<file path="config.mk">
export PLATFORM = sky130hd
export DESIGN_NAME = semr_ctrl
export DESIGN_NICKNAME = d
export VERILOG_FILES = /design/src/sv/semr_pkg.sv /design/src/sv/semr_ctrl.sv
export VERILOG_INCLUDE_DIRS = /design/src /design/src/sv
export SDC_FILE = /design/constraint.sdc
export NUM_CORES = 1
export LEC_CHECK = 0
export BUFFER_PORTS_ARGS = -buffer_cell sky130_fd_sc_hd__clkbuf_2
export CAP_MARGIN = 20
export CORE_MARGIN = 2
export CORE_UTILIZATION = 35
export DETAILED_ROUTE_END_ITERATION = 10
export PLACE_DENSITY = 0.67
export SYNTH_ARGS = -nofsm -noshare
export SYNTH_HDL_FRONTEND = slang
export SYNTH_SLANG_ARGS = --single-unit
</file>
<file path="constraint.sdc">
create_clock -name clk -period 3.2 [get_ports clk]
set_input_delay 0.32 -clock clk [delete_from_list [all_inputs] [get_ports clk]]
set_output_delay 0.32 -clock clk [all_outputs]
set_load 0.05 [all_outputs]
</file>
<file path="src/sv/sobel_edge_magnitude_rgb_core_defines.svh">
// Assertion macros shared by the Sobel edge magnitude core.
`ifndef SOBEL_EDGE_MAGNITUDE_RGB_CORE_DEFINES_SVH
`define SOBEL_EDGE_MAGNITUDE_RGB_CORE_DEFINES_SVH

// Condition that must hold at every clock edge outside reset.
`define SEMR_ASSERT(lbl, expr, msg) \
	lbl: assert property (@(posedge clk) disable iff (!arst_n) (expr)) else $error(msg);

// Consequent must hold in the cycle after the antecedent.
`define SEMR_ASSERT_NEXT(lbl, ante, cons, msg) \
	lbl: assert property (@(posedge clk) disable iff (!arst_n) (ante) |=> (cons)) else $error(msg);

`endif

</file>
<file path="src/sv/semr_pkg.sv">
// Types and constants shared by the Sobel edge magnitude core.
package semr_pkg;
	localparam int MaxWidth   = 2048;
	localparam int MaxHeight  = 4096;
	localparam int WidthBits  = 12;
	localparam int HeightBits = 13;
	localparam int ColBits    = $clog2(MaxWidth);
	localparam int RowBits    = HeightBits;
	localparam int PixBits    = 24;
	localparam int GradBits   = 11;
	localparam int SumBits    = 21;
	localparam int RootBits   = 12;
	localparam int RootTopBit = RootBits - 1;
	localparam int BitIdxBits = 4;
	localparam logic [WidthBits-1:0]  WidthReset  = WidthBits'(640);
	localparam logic [HeightBits-1:0] HeightReset = HeightBits'(480);

	typedef enum logic [0:0] {
		REG_WIDTH  = 1'b0,
		REG_HEIGHT = 1'b1
	} reg_idx_t;

	typedef enum logic [2:0] {
		ST_IDLE,
		ST_UPD,
		ST_GRAD,
		ST_SQR,
		ST_ROOT,
		ST_RND,
		ST_OUT
	} state_t;

	typedef struct packed {
		logic                  load;
		logic                  update;
		logic                  grad;
		logic                  square;
		logic                  root_step;
		logic                  round;
		logic                  shifted;
		logic [BitIdxBits-1:0] root_bit;
	} cmd_t;

	typedef struct packed {
		logic emit_a;
		logic emit_b;
	} sts_t;
endpackage

</file>
<file path="src/sv/semr_ctrl.sv">
// Controller: sequences one item through update, gradient, square, root, rounding and output.
module semr_ctrl (
	input  logic           clk,
	input  logic           arst_n,
	input  logic           in_valid,
	output logic           in_ready,
	output logic           out_valid,
	input  logic           out_ready,
	input  semr_pkg::sts_t sts,
	output semr_pkg::cmd_t cmd
);
	import semr_pkg::*;
	`include "sobel_edge_magnitude_rgb_core_defines.svh"

	state_t                state_q, state_d;
	logic                  shifted_q, shifted_d;
	logic                  pending_q, pending_d;
	logic [BitIdxBits-1:0] bit_q, bit_d;

	always_ff @(posedge clk or negedge arst_n) begin
		if (!arst_n) begin
			state_q   <= ST_IDLE;
			shifted_q <= 1'b0;
			pending_q <= 1'b0;
			bit_q     <= '0;
		end else begin
			state_q   <= state_d;
			shifted_q <= shifted_d;
			pending_q <= pending_d;
			bit_q     <= bit_d;
		end
	end

	always_comb begin
		state_d      = state_q;
		shifted_d    = shifted_q;
		pending_d    = pending_q;
		bit_d        = bit_q;
		in_ready     = 1'b0;
		out_valid    = 1'b0;
		cmd          = '0;
		cmd.shifted  = shifted_q;
		cmd.root_bit = bit_q;
		case (state_q)
			ST_IDLE: begin
				in_ready = 1'b1;
				if (in_valid) begin
					cmd.load = 1'b1;
					state_d  = ST_UPD;
				end
			end
			ST_UPD: begin
				cmd.update = 1'b1;
				if (sts.emit_a) begin
					shifted_d = 1'b0;
					pending_d = sts.emit_b;
					state_d   = ST_GRAD;
				end else if (sts.emit_b) begin
					shifted_d = 1'b1;
					pending_d = 1'b0;
					state_d   = ST_GRAD;
				end else begin
					state_d = ST_IDLE;
				end
			end
			ST_GRAD: begin
				cmd.grad = 1'b1;
				state_d  = ST_SQR;
			end
			ST_SQR: begin
				cmd.square = 1'b1;
				bit_d      = BitIdxBits'(RootTopBit);
				state_d    = ST_ROOT;
			end
			ST_ROOT: begin
				cmd.root_step = 1'b1;
				bit_d         = bit_q - BitIdxBits'(1);
				if (bit_q == '0) begin
					state_d = ST_RND;
				end
			end
			ST_RND: begin
				cmd.round = 1'b1;
				state_d   = ST_OUT;
			end
			ST_OUT: begin
				out_valid = 1'b1;
				if (out_ready) begin
					if (pending_q) begin
						shifted_d = 1'b1;
						pending_d = 1'b0;
						state_d   = ST_GRAD;
					end else begin
						state_d = ST_IDLE;
					end
				end
			end
			default: begin
				state_d = ST_IDLE;
			end
		endcase
	end

	`SEMR_ASSERT_NEXT(a_accept_updates, in_valid && in_ready, state_q == ST_UPD, "accepted item not updated")
	`SEMR_ASSERT(a_one_item, !(in_ready && out_valid), "input taken while result pending")
	`SEMR_ASSERT_NEXT(a_second_result, state_q == ST_OUT && out_ready && pending_q, state_q == ST_GRAD && shifted_q, "right edge result lost")
endmodule

</file>
==> metrics.txt, run 1 <==
clk_lat worst skew 0.26 ns; R2R Path Start bit_q[0]; share of cells above drive strength 1 0.272; synthesized area per cell 8.72 um2; Post-Route WL 1.22 mm; initial antenna violation count 0; total of max-cap violations 0; Initial Utilization 0.367; CP Max Fanout 12; Worst Path Arrival 1.60 ns; critical path class flip-flop to output pin; Crit. path cell count 4; worst-case clock buffer depth 2; largest net degree at the start of global routing 15; Post-CTS Setup Bufs 0; post-synth top area cell dfrtp_1; Slew Viols, Final 0; area share of the largest cell type after synthesis 0.417; # setup viols final 0; vias in the first global route 475; Critical Path Start state_q[2]; clock root buffer clkbuf_4; GP Congestion 0.810; global-route wire length before repair 2.05 mm; # clock sinks 9; Synth Warn # 0; TritonCTS clock tree built; vias per inst 5.42; IO Port Bufs 18; synth top area cells dfrtp_1, ha_1, o21ai_0; RSZ-0062 raised after global routing no; Critical Path Sink cmd[6]; count leader, synth dfrtp_1; CP delay by family, top flip-flops; period utilization 0.600; DIE HEIGHT 43.3 um; mapped cell area 541 um2; Area Overhead vs Synth 23.1%; outcome finished, final reports clean; Hold WC Path Type input port to flip-flop; core area 1470 um2; Reg2Reg Depth 4; H-tree depth 1; # IOs 19; Overflow after GRT 0; ys flop type dfrtp_1; vias 526; fmax 520 MHz; Rows 14; Clk pin slew, worst setup/hold paths 0.06 ns; Antenna Diode Count 0; Total GRT Usage 0.154; Mapped Nets 70; Req. time, crit path 2.88 ns; Hold Fails Final Rpt 0; Unique masters post-synth 33; Num CTS Buffers 3; post-synthesis sequential area ratio 0.417; relative slew slack 0.744; Die X 43.3 um; DRT Pass-1 Iters 4; actual slew at the worst max-slew pin 0.385 ns; final net count 90; CP Capture Type output pin; DRT antenna net count 0; fin crit period 1.92 ns; WL/cell 12.6 um; synthesized instance count 62; startpoint types flip-flop; Post-synth EDFFs 0; reg-to-reg setup timing slack 1.74 ns; post-route setup TNS 0 ns; slowest cell on the critical path dfrtp_1; synth cell count leaders dfrtp_1, nor2_1, o21ai_0, inv_1; DP HPWL 922 um; clock skew 0.00240 ns; Bufs and invs on worst path 3; Starting DRT DRC Count 11; DRC 0; Synth Register Bits 9; total die area 1870 um2; max incr delay on CP 0.55 ns; Worst R2R End state_q[0]; crit-path cells inv_2 -> or3_1 -> inv_1 -> clkbuf_2; Synth async-reset ratio 1.00
[flip-flops by register name, summed over array words and instances (netlist names)]
name,cells
shifted_q,1
state_q,3
pending_q,1
bit_q,4
[worst min path at each step]
stage / start / endpoint / cells after the start
2_1_floorplan: arst_n / bit_q[0] / 0
3_3_place_gp: arst_n / bit_q[3] / 1
3_5_place_dp: arst_n / bit_q[2] / 1
4_1_cts: sts[1] / pending_q / 3
5_1_grt: sts[1] / pending_q / 3
6_report: sts[1] / pending_q / 3
[logic make-up (layout without fill, tap and decap cells)]
kind of cell    after synthesis  in the layout  share of synthesized area
fa+ha+maj                     2              2                     0.0463
flops                         9              9                      0.417
buf+inv                       9             28                     0.0740
simple gates                 21             21                      0.206
compound gates               21             21                      0.257
[stage by stage]
| stage | setup WS, ns | instances | util | hold WS (ns) | area (um2) |
|---|---|---|---|---|---|
| 2_1_floorplan | 0.598 | 62 | - | 0.0244 | 541 |
| 3_3_place_gp | 1.59 | 92 | 0.428 | 0.192 | 629 |
| 3_5_place_dp | 1.58 | 92 | 0.428 | 0.195 | 629 |
| 4_1_cts | 1.29 | 97 | 0.452 | 0.340 | 666 |
| 5_1_grt | 1.19 | 97 | 0.452 | 0.333 | 666 |
| 6_report | 1.28 | 97 | 0.452 | 0.340 | 666 |
[layout by cell type, fill, tap and decap left out, drive strengths merged, types with 2 or more instances in the layout]
cell,instances
a21o,2
a21oi,3
clkbuf,22
dfrtp,9
ha,2
inv,5
nand2,2
nand2b,2
nor2,6
nor3,3
o21ai,6
o311ai,2
or3,2
[worst register-to-register path, delay by kind of cell, from the launching register on]
kind                       cells  cell delay [ns]
AOI/OAI and AO/OA              1             0.24
adders and majority gates      1             0.16
buffers and inverters          1             0.13
DFF                            1             0.40
and+or+nand+nor                1             0.43
[final cells by class]
| type | count | area [um2] |
|---|---|---|
| multi-input cells | 44 | 275 |
| flip-flops and latches | 9 | 225 |
| well taps | 16 | 20.0 |
| fillers | 160 | 806 |
| inverters | 5 | 18.8 |
| repair buffers | 19 | 100 |
| clock buffers | 4 | 26.3 |
[routing by layer]
metal / vias up / global-route usage / wire (um)
met5: - / 0 / 0
met4: 0 / 0.109 / 38
met1: 244 / 0.198 / 594
met2: 15 / 0.224 / 524
li1: 263 / - / -
met3: 4 / 0.0383 / 62
[repair_timing]
item                                   in CTS  in global routing
gates resized for setup                     0                  0
hold buffers                                1                  0
endpoints found under the hold margin       9                  0
Power of run 1 is left out: the tool's default activity adds up to more than one toggle a clock period on the data nets, which glitch-free logic cannot reach.
==> run 2, diff against run 1 <==
Settings changed: ABC_AREA set to 1.
Clock period 3.2 ns to 2 ns, I/O delays scaled along.
==> run 2 against run 1 <==
Compared with the run above: global-route usage decreased by 0.83 points; register-to-register slack got worse by 1.0 ns; critical endpoint is now out_valid; sequential cell count unchanged; worst setup slack got worse by 0.85 ns; critical path depth unchanged; die area increased by 8.4%; highest routed layer unchanged; synthesized area increased by 9.3%; synthesized cell count increased by 35%.
==> metrics.txt, run 2 <==
Worst Path Arrival 1.37 ns (-0.23 ns); Die X 45.1 um (+4.1%); top flop regs bit_q: 4 flops, state_q: 3 flops; dpl ws 0.686 ns (-0.890 ns); Unique masters post-synth 19 (-42%); share of cells above drive strength 1 0.274 (+0.00198); CP Capture Type output pin; Synth Area in Compound Gates 0.0445 (-0.212); number of flip-flops in the largest register 4 (unchanged); synth cell count leaders nand2_1, inv_1, nor2_1, dfrtp_1, nand3_1; Filler cells 169 (+5.6%); initial antenna violation count 0 (unchanged); Initial Utilization 0.383 (+0.0158); Area Overhead vs Synth 23.5%; Antenna Diode Count 0 (unchanged); Synth Warn # 0 (unchanged); DP HPWL 1.05 mm (+14%); Most flops, register bit_q; fmax 635 MHz; final net count 115 (+28%); synthesized instance count 84 (+35%); mux cell area share after synthesis 0 (unchanged); Num CTS Buffers 3 (unchanged); count leader, synth nand2_1; total die area 2030 um2 (+8.4%); critical path class flip-flop to output pin; # IOs 19 (unchanged); outcome finished, final reports clean; CP Max Fanout 7 (-5); ys flop type dfrtp_1; Post-CTS Setup Bufs 0 (unchanged); # setup viols final 0 (unchanged); global-route wire length before repair 2.13 mm (+3.7%); clock root buffer clkbuf_4; XOR/XNOR share of the synthesized area 0.0148 (+0.0148); Post-synth EDFFs 0 (unchanged); Hold Fails Final Rpt 0 (unchanged); Overflow after GRT 0 (unchanged); clk_lat worst skew 0.25 ns (about the same); Rows 14 (unchanged); Adder-Cell Fraction of Synth Area 0.0424 (-0.00392); post-synthesis sequential area ratio 0.381 (-0.0353); Synth Register Bits 9 (unchanged); Clk pin slew, worst setup/hold paths 0.06 ns (about the same); post-synth top area cell dfrtp_1; period utilization 0.787; Synth Area in Simple Gates 0.396 (+0.190); startpoint types flip-flop; total of max-cap violations 0 (unchanged); # clock sinks 9 (unchanged); Slew Viols, Final 0 (unchanged); GP Congestion 0.810 (unchanged); largest net degree at the start of global routing 10 (-5); synthesized area per cell 7.03 um2 (-19%); area share of the largest cell type after synthesis 0.381 (-0.0353); Hold WC Path Type input port to flip-flop; actual slew at the worst max-slew pin 0.272 ns (-0.113 ns); RSZ-0062 raised after global routing no; DIE HEIGHT 45.1 um (+4.1%); H-tree depth 1 (unchanged); post-route setup TNS 0 ns (unchanged); Synth async-reset ratio 1.00 (unchanged); WL/cell 10.0 um (-20%); DRC 0 (unchanged); Mapped Nets 92 (+31%); synth top area cells dfrtp_1, nand2_1, inv_1; IO Port Bufs 18 (unchanged); DRT Pass-1 Iters 4 (unchanged); clock skew 0.00423 ns (+0.00183 ns); DRT antenna net count 0 (unchanged); core area 1540 um2 (+4.8%); commonest non-fill, non-tap cell in the layout nand2_1; Starting DRT DRC Count 8 (-3); worst-case clock buffer depth 2 (unchanged); vias per inst 4.94 (-8.9%); mapped cell area 591 um2 (+9.3%); fin crit period 1.57 ns; Req. time, crit path 1.80 ns (-1.08 ns); vias 603 (+15%); relative slew slack 0.819 (+0.0752); commonest cells after routing, fill and taps aside nand2_1, clkbuf_2, inv_1; fin worst setup slack 0.425 ns (-0.853 ns); Post-Route WL 1.22 mm (+0.41%); Total GRT Usage 0.146 (-0.00834); TritonCTS clock tree built; vias in the first global route 547 (+15%); largest family of logic cells by synthesized area simple AND/OR/NAND/NOR gates
-- run 2: cell types whose count changed in the layout (fill, tap and decap cells not counted), moves of 4 or more --
cell,change
nand2_1,+18
inv_1,+10
nand3_1,+7
nand4_1,+5
nor2_1,+5
o21ai_0,-4
-- run 2: logic make-up after synthesis --
| logic type | count (synthesis) |
|---|---|
| and+or+nand+nor | 50 |
| buffers and inverters | 18 |
| DFF | 9 |
| AOI/OAI and AO/OA | 4 |
| adders and majority gates | 2 |
| xor gates and xnor gates | 1 |
-- run 2: cell type report --
class	count	area (um2)	area share
clock buffers	4	26.3	0.0360
multi-input cells	57	294	0.403
inverters	17	63.8	0.0875
repair buffers	19	100	0.137
flip-flops and latches	9	225	0.309
well taps	16	20.0	0.0274
-- run 2: routing by layer --
metal	vias up	global-route usage	wire length, um
met1	272	0.167	497
met5	-	0	0
li1	311	-	-
met4	0	0.0941	9
met2	18	0.246	640
met3	2	0.0280	76
-- run 2: worst paths after layout --
check / start / endpoint / slack (ns) / cells after the start
max in group asynchronous: arst_n / state_q[0] / 1.48 / 2
min in group asynchronous: arst_n / state_q[1] / 0.34 / 2
max reg2reg: state_q[1] / bit_q[3] / 0.74 / 6
max: state_q[0] / out_valid / 0.43 / 4
min: out_ready / state_q[2] / 0.29 / 4
min reg2reg: pending_q / pending_q / 0.48 / 2
-- run 2: critical path, cell delays in order (launching register included) --
cell	delay, ns
dfrtp_1	0.46
inv_2	0.12
nand3_1	0.15
inv_1	0.11
clkbuf_2	0.28
-- run 2: stage by stage --
stage / std cells / hold WS [ns] / cell area (um2) / utilization
4_1_cts: 122 / 0.276 / 729 / 0.473
5_1_grt: 122 / 0.292 / 729 / 0.473
6_report: 122 / 0.287 / 729 / 0.473
2_1_floorplan: 84 / -0.0956 / 591 / -
3_3_place_gp: 117 / 0.0659 / 693 / 0.450
3_5_place_dp: 117 / 0.0664 / 693 / 0.450
-- run 2: timing repair --
| action | 4_1_cts | 5_1_grt |
|---|---|---|
| hold endpoints to repair | 9 | 0 |
| resized for setup | 0 | 0 |
| hold buffers | 1 | 0 |
Power of run 2 is left out for the same reason.
